### src/hdl/fhi_pkg.sv
// Shared types, constants and code tables of the fixed-Huffman inflate core.
`default_nettype none
package fhi_pkg;

  localparam int unsigned WinBits   = 15;
  localparam int unsigned WinDepth  = 1 << WinBits;
  localparam int unsigned OutBytes  = 8;
  localparam int unsigned OutCntW   = 4;
  localparam int unsigned CodeW     = 13;

  typedef enum logic [5:0] {
    PH_HEADER     = 6'b000001,
    PH_SYMBOL     = 6'b000010,
    PH_LEN_EXTRA  = 6'b000100,
    PH_DIST_CODE  = 6'b001000,
    PH_DIST_EXTRA = 6'b010000,
    PH_DONE       = 6'b100000
  } phase_e;

  localparam logic [2:0] ErrNone     = 3'd0;
  localparam logic [2:0] ErrStored   = 3'd1;
  localparam logic [2:0] ErrDynamic  = 3'd2;
  localparam logic [2:0] ErrReserved = 3'd3;
  localparam logic [2:0] ErrBadCode  = 3'd4;
  localparam logic [2:0] ErrBadDist  = 3'd5;

  typedef struct packed {
    logic [CodeW-1:0] code;
    logic [3:0]       held;
    phase_e           phase;
    logic [8:0]       mlen;
    logic [4:0]       pcode;
    logic             fin;
    logic [2:0]       err;
  } dec_st_t;

  localparam dec_st_t DecReset = '{code: '0, held: '0, phase: PH_HEADER, mlen: '0,
                                   pcode: '0, fin: 1'b0, err: ErrNone};

  typedef struct packed {
    logic        lit;
    logic [7:0]  lit_val;
    logic        copy;
    logic [15:0] cp_dist;
    logic        eob;
  } dec_ev_t;

  function automatic logic [8:0] len_base(input logic [4:0] i);
    case (i)
      5'd0: len_base = 9'd3;    5'd1: len_base = 9'd4;    5'd2: len_base = 9'd5;
      5'd3: len_base = 9'd6;    5'd4: len_base = 9'd7;    5'd5: len_base = 9'd8;
      5'd6: len_base = 9'd9;    5'd7: len_base = 9'd10;   5'd8: len_base = 9'd11;
      5'd9: len_base = 9'd13;   5'd10: len_base = 9'd15;  5'd11: len_base = 9'd17;
      5'd12: len_base = 9'd19;  5'd13: len_base = 9'd23;  5'd14: len_base = 9'd27;
      5'd15: len_base = 9'd31;  5'd16: len_base = 9'd35;  5'd17: len_base = 9'd43;
      5'd18: len_base = 9'd51;  5'd19: len_base = 9'd59;  5'd20: len_base = 9'd67;
      5'd21: len_base = 9'd83;  5'd22: len_base = 9'd99;  5'd23: len_base = 9'd115;
      5'd24: len_base = 9'd131; 5'd25: len_base = 9'd163; 5'd26: len_base = 9'd195;
      5'd27: len_base = 9'd227; 5'd28: len_base = 9'd258;
      default: len_base = 9'd0;
    endcase
  endfunction

  function automatic logic [2:0] len_extra(input logic [4:0] i);
    if (i >= 5'd8 && i <= 5'd27) len_extra = 3'(((i - 5'd8) >> 2) + 5'd1);
    else len_extra = 3'd0;
  endfunction

  function automatic logic [15:0] dist_base(input logic [4:0] i);
    case (i)
      5'd0: dist_base = 16'd1;      5'd1: dist_base = 16'd2;
      5'd2: dist_base = 16'd3;      5'd3: dist_base = 16'd4;
      5'd4: dist_base = 16'd5;      5'd5: dist_base = 16'd7;
      5'd6: dist_base = 16'd9;      5'd7: dist_base = 16'd13;
      5'd8: dist_base = 16'd17;     5'd9: dist_base = 16'd25;
      5'd10: dist_base = 16'd33;    5'd11: dist_base = 16'd49;
      5'd12: dist_base = 16'd65;    5'd13: dist_base = 16'd97;
      5'd14: dist_base = 16'd129;   5'd15: dist_base = 16'd193;
      5'd16: dist_base = 16'd257;   5'd17: dist_base = 16'd385;
      5'd18: dist_base = 16'd513;   5'd19: dist_base = 16'd769;
      5'd20: dist_base = 16'd1025;  5'd21: dist_base = 16'd1537;
      5'd22: dist_base = 16'd2049;  5'd23: dist_base = 16'd3073;
      5'd24: dist_base = 16'd4097;  5'd25: dist_base = 16'd6145;
      5'd26: dist_base = 16'd8193;  5'd27: dist_base = 16'd12289;
      5'd28: dist_base = 16'd16385; 5'd29: dist_base = 16'd24577;
      default: dist_base = 16'd0;
    endcase
  endfunction

  function automatic logic [3:0] dist_extra(input logic [4:0] i);
    if (i >= 5'd4 && i <= 5'd29) dist_extra = 4'((i - 5'd2) >> 1);
    else dist_extra = 4'd0;
  endfunction

endpackage
`default_nettype wire

### src/hdl/fhi_bitdec.sv
// Single-bit step of the header, symbol, length and distance decoder.
`default_nettype none
module fhi_bitdec (
  input  fhi_pkg::dec_st_t st_i,
  input  wire logic        bit_i,
  input  wire logic [15:0] seen_i,
  output fhi_pkg::dec_st_t st_o,
  output fhi_pkg::dec_ev_t ev_o
);
  import fhi_pkg::*;

  logic [CodeW-1:0] sh_n;
  logic [CodeW-1:0] or_n;
  logic [3:0]       held_n;
  logic [7:0]       t8;
  logic [15:0]      dist_v;

  assign sh_n   = {st_i.code[CodeW-2:0], bit_i};
  assign or_n   = st_i.code | (CodeW'(bit_i) << st_i.held);
  assign held_n = st_i.held + 4'd1;
  assign t8     = sh_n[7:0] - 8'hC0 + 8'd23;

  always_comb begin
    st_o   = st_i;
    ev_o   = '0;
    dist_v = '0;
    if (st_i.err == ErrNone) begin
      case (st_i.phase)
        PH_HEADER: begin
          st_o.code = or_n;
          st_o.held = held_n;
          if (held_n == 4'd3) begin
            st_o.fin  = or_n[0];
            st_o.code = '0;
            st_o.held = '0;
            case (or_n[2:1])
              2'd1: st_o.phase = PH_SYMBOL;
              2'd0: st_o.err = ErrStored;
              2'd2: st_o.err = ErrDynamic;
              default: st_o.err = ErrReserved;
            endcase
          end
        end
        PH_SYMBOL: begin
          st_o.code = sh_n;
          st_o.held = held_n;
          if (held_n == 4'd7 && sh_n <= CodeW'(8'h17)) begin
            st_o.code = '0;
            st_o.held = '0;
            if (sh_n == '0) begin
              ev_o.eob   = 1'b1;
              st_o.phase = st_i.fin ? PH_DONE : PH_HEADER;
            end else begin
              st_o.pcode = 5'(sh_n - CodeW'(1));
              st_o.mlen  = len_base(5'(sh_n - CodeW'(1)));
              st_o.phase = (len_extra(5'(sh_n - CodeW'(1))) != 3'd0) ?
                           PH_LEN_EXTRA : PH_DIST_CODE;
            end
          end else if (held_n == 4'd8 && sh_n <= CodeW'(8'hBF)) begin
            st_o.code   = '0;
            st_o.held   = '0;
            ev_o.lit    = 1'b1;
            ev_o.lit_val = sh_n[7:0] - 8'h30;
          end else if (held_n == 4'd8 && sh_n <= CodeW'(8'hC7)) begin
            st_o.code = '0;
            st_o.held = '0;
            if (t8 > 8'd28) begin
              st_o.err = ErrBadCode;
            end else begin
              st_o.pcode = t8[4:0];
              st_o.mlen  = len_base(t8[4:0]);
              st_o.phase = (len_extra(t8[4:0]) != 3'd0) ? PH_LEN_EXTRA : PH_DIST_CODE;
            end
          end else if (held_n >= 4'd9) begin
            st_o.code    = '0;
            st_o.held    = '0;
            ev_o.lit     = 1'b1;
            ev_o.lit_val = sh_n[7:0];
          end
        end
        PH_LEN_EXTRA: begin
          st_o.code = or_n;
          st_o.held = held_n;
          if (held_n >= {1'b0, len_extra(st_i.pcode)}) begin
            st_o.mlen  = st_i.mlen + or_n[8:0];
            st_o.code  = '0;
            st_o.held  = '0;
            st_o.phase = PH_DIST_CODE;
          end
        end
        PH_DIST_CODE: begin
          st_o.code = sh_n;
          st_o.held = held_n;
          if (held_n == 4'd5) begin
            st_o.code = '0;
            st_o.held = '0;
            if (sh_n[4:0] > 5'd29) begin
              st_o.err = ErrBadCode;
            end else if (dist_extra(sh_n[4:0]) != 4'd0) begin
              st_o.pcode = sh_n[4:0];
              st_o.phase = PH_DIST_EXTRA;
            end else begin
              dist_v = dist_base(sh_n[4:0]);
              if (dist_v > seen_i) begin
                st_o.err = ErrBadDist;
              end else begin
                ev_o.copy    = 1'b1;
                ev_o.cp_dist = dist_v;
                st_o.phase   = PH_SYMBOL;
              end
            end
          end
        end
        PH_DIST_EXTRA: begin
          st_o.code = or_n;
          st_o.held = held_n;
          if (held_n >= dist_extra(st_i.pcode)) begin
            st_o.code = '0;
            st_o.held = '0;
            dist_v = dist_base(st_i.pcode) + {3'b000, or_n};
            if (dist_v > seen_i) begin
              st_o.err = ErrBadDist;
            end else begin
              ev_o.copy    = 1'b1;
              ev_o.cp_dist = dist_v;
              st_o.phase   = PH_SYMBOL;
            end
          end
        end
        default: begin
        end
      endcase
    end
  end

endmodule
`default_nettype wire

### config.mk
export PLATFORM = sky130hd
export DESIGN_NAME = fhi_bitdec
export DESIGN_NICKNAME = d
export VERILOG_FILES = /design/src/hdl/fhi_pkg.sv /design/src/hdl/fhi_bitdec.sv
export SDC_FILE = /design/constraint.sdc
export NUM_CORES = 1
export LEC_CHECK = 0
export BUFFER_PORTS_ARGS = -buffer_cell sky130_fd_sc_hd__buf_2
export CORE_MARGIN = 2
export CORE_UTILIZATION = 32
export DETAILED_ROUTE_END_ITERATION = 10
export PLACE_DENSITY_LB_ADDON = 0.3
export SLEW_MARGIN = 20
export SYNTH_ARGS = -nofsm -noshare
export SYNTH_HDL_FRONTEND = slang
export SYNTH_SLANG_ARGS = --single-unit
### constraint.sdc
create_clock -name vclk -period 7.4
set_input_delay 1.48 -clock vclk [all_inputs]
set_output_delay 1.48 -clock vclk [all_outputs]
set_load 0.01 [all_outputs]
==> results.ini <==
[power]
p_switching_w = 0.0002760
power_density_nw_per_um2 = 60.82
clockPowerShare_pct = 0
comb_power_share_pct = 100.0
design_power_total_w = 0.0004755
switching_share_pct = 58.05
p_leak_nw = 3.623
internal_power_w = 0.0001995
pwr-share-seq_pct = 0
max-vdd-ir-drop_mv = 0.02871

[drt]
drt-total-wl_mm = 26.37
wl_per_cell_um = 19.72
drc = 0
dr.pass1.iters = 5
vias = 7899
drt-initial-drc-count = 640
drtAntennaViolNets = 0
via_per_inst = 5.908

[global_route]
use_met1_pct = 33.49
grt.met3_usage_pct = 3.820
top_usage_layer = met2
antenna_found_initial = 0
grt_util_all_layers_pct = 25.35
use_met2_pct = 41.98
grt_overflow = 0
grt_max_degree = 44
grt_pass1_vias = 7477
grt_pass1_wl_mm = 40.28

[critical_path]
path_depth = 34
startpoint = st_i[25]
worstPathBufferInverterCount = 29
start_kind = primary input
cp.required_ns = 5.92
worstPathMaxFanout = 5
slowest_stage = nor3_4
crit_end = st_o[28]
cp-end-kind = output port
path_delay_family = buffers and inverters
criticalPathCategory = primary input to output port
arrival_ns = 5.88
crit_top_cell = buf_4
critical_path.max_stage_delay_ns = 0.24

[synth]
synth_top_cell_by_area = ha_1
synth_top_area_share_pct = 22.27
synthCells = 924
postSynthAreaPerCell_um2 = 6.385
synthTopCellsByArea = ha_1 (22%), nor2_1 (6.9%), a21oi_1 (6.6%), nand2_1 (5.0%), o21ai_0 (4.8%)
synth_warnings = 0
yosysSeqAreaShare_pct = 0
syn_nets = 1089
synth_area_um2 = 5899
ys_types = 75

[sta]
setup_viol = 0
timing_hold_violations_final = 0
period_needed_ns = 7.365
max_slew_margin_pct = 45.51
fin_crit_sh_pct = 99.52
worst_pin_slew_ns = 0.8125
finalMaxSlewViolations = 0
fmax_mhz = 135.8
finalWorstSetupSlack_ns = 0.03515

[cells_and_area]
seq_cell_count = 0
final.clkbuf_count = 0
syn_to_final_growth_pct = 32.53
fillers = 1907
num_antenna_cells = 0
multiInputGateArea_um2 = 5725
nets = 1275
regArea_um2 = 0
drive_gt1_share_pct = 27.53

[floorplanning]
num_rows = 49
die_area_um2 = 19540
die_h_um = 139.8
start_util_pct = 32.73
io_pins = 126
core-area_um2 = 18020
die_w_um = 139.8

[placed_design]
hpwl_mm = 20.81
port-buffer-count = 126
routabilityCongestion = 0.9882
post-place-ws_ns = -0.1287

[run]
maxCapViolations = 0

[cts]
holdBufCountCts = 0

[run_status]
status = finished, final reports clean

[worst_hold_path]
hp-class = primary input to output port

## worst min-delay path by stage
stage / startpoint / to / depth (start not counted)
2_1_floorplan: st_i[0] / st_o[0] / 1
3_3_place_gp: st_i[0] / st_o[0] / 3
3_5_place_dp: st_i[2] / st_o[2] / 3
4_1_cts: st_i[2] / st_o[2] / 3
5_1_grt: st_i[2] / st_o[2] / 3
6_report: st_i[2] / st_o[2] / 3
## through the flow
step / area (µm²) / util, % / setup TNS [ns] / hold WS (ns) / std cells
6_report: 7819 / 43.38 / 0 / 3.252 / 1337
5_1_grt: 7819 / 43.38 / -0.1055 / 3.274 / 1337
4_1_cts: 7526 / 41.75 / 0 / 3.251 / 1333
3_5_place_dp: 7281 / 40.39 / -0.4870 / 3.251 / 1307
3_3_place_gp: 7281 / 40.39 / 0 / 3.247 / 1307
2_1_floorplan: 5934 / - / 0 / 3.062 / 924
## tightest hold or removal path, cell delays in order
cell	delay (ns)
buf_2	0.10
a21o_1	0.08
buf_2	0.12
## layer usage
layer | routed length [µm] | part of all wire (%)
met1 | 10970 | 42
met2 | 12120 | 46
met3 | 2271 | 8.6
met4 | 1005 | 3.8
met5 | 0 | 0
## layout by cell type, fill, tap and decap left out, drive strengths merged, types with 12 or more instances in the layout
cell type	synthesis	routed
a22oi	12	12
a211oi	14	14
nand3	29	29
nand2	78	78
nor2b	13	13
nor3	42	42
buf	15	239
nand2b	14	14
a31oi	14	14
o21a	12	12
xnor2	22	22
inv	67	67
o21ai	65	65
nor2	108	108
a21oi	78	78
a21o	17	17
o211ai	14	14
ha	105	105
## timing repair
item / CTS / global route
setup buffers: 26 / 4
gates cloned: 0 / 0
gates resized for setup: 15 / 64
pin swaps: 11 / 27
setup endpoints to repair: 13 / 26
## area by class of cell
cell class | count | share of cell area, %
multi-input cells | 801 | 73.23
inverters | 68 | 3.361
repair buffers | 239 | 19.75
well taps | 229 | 3.665
## cells by family after synthesis
kind of cell	after synthesis	share of synthesized area, %
buf+inv	123	8.038
mux	11	1.866
xor+xnor	32	4.751
compound gates	300	33.70
fa+ha+maj	107	22.95
simple gates	351	28.70
## power groups by stage
stage          combinational [W]  clock, W  sequential (W)
4_1_cts                 0.000442         0               0
3_5_place_dp            0.000423         0               0
6_report                0.000476         0               0
2_1_floorplan           0.000266         0               0
5_1_grt                 0.000520         0               0
3_3_place_gp            0.000420         0               0
## cells in the mapped netlist, drive strengths merged, types with 12 or more instances
cell type and count:
nand2 78, o21a 12, inv 67, o211ai 14, nor3 42, a22oi 12
buf 15, o21ai 65, xnor2 22, nand2b 14, ha 105, a211oi 14
nor2 108, nor2b 13, a21o 17, nand3 29, a31oi 14, clkbuf 40
a21oi 78
(Power assumes the default switching activity.)
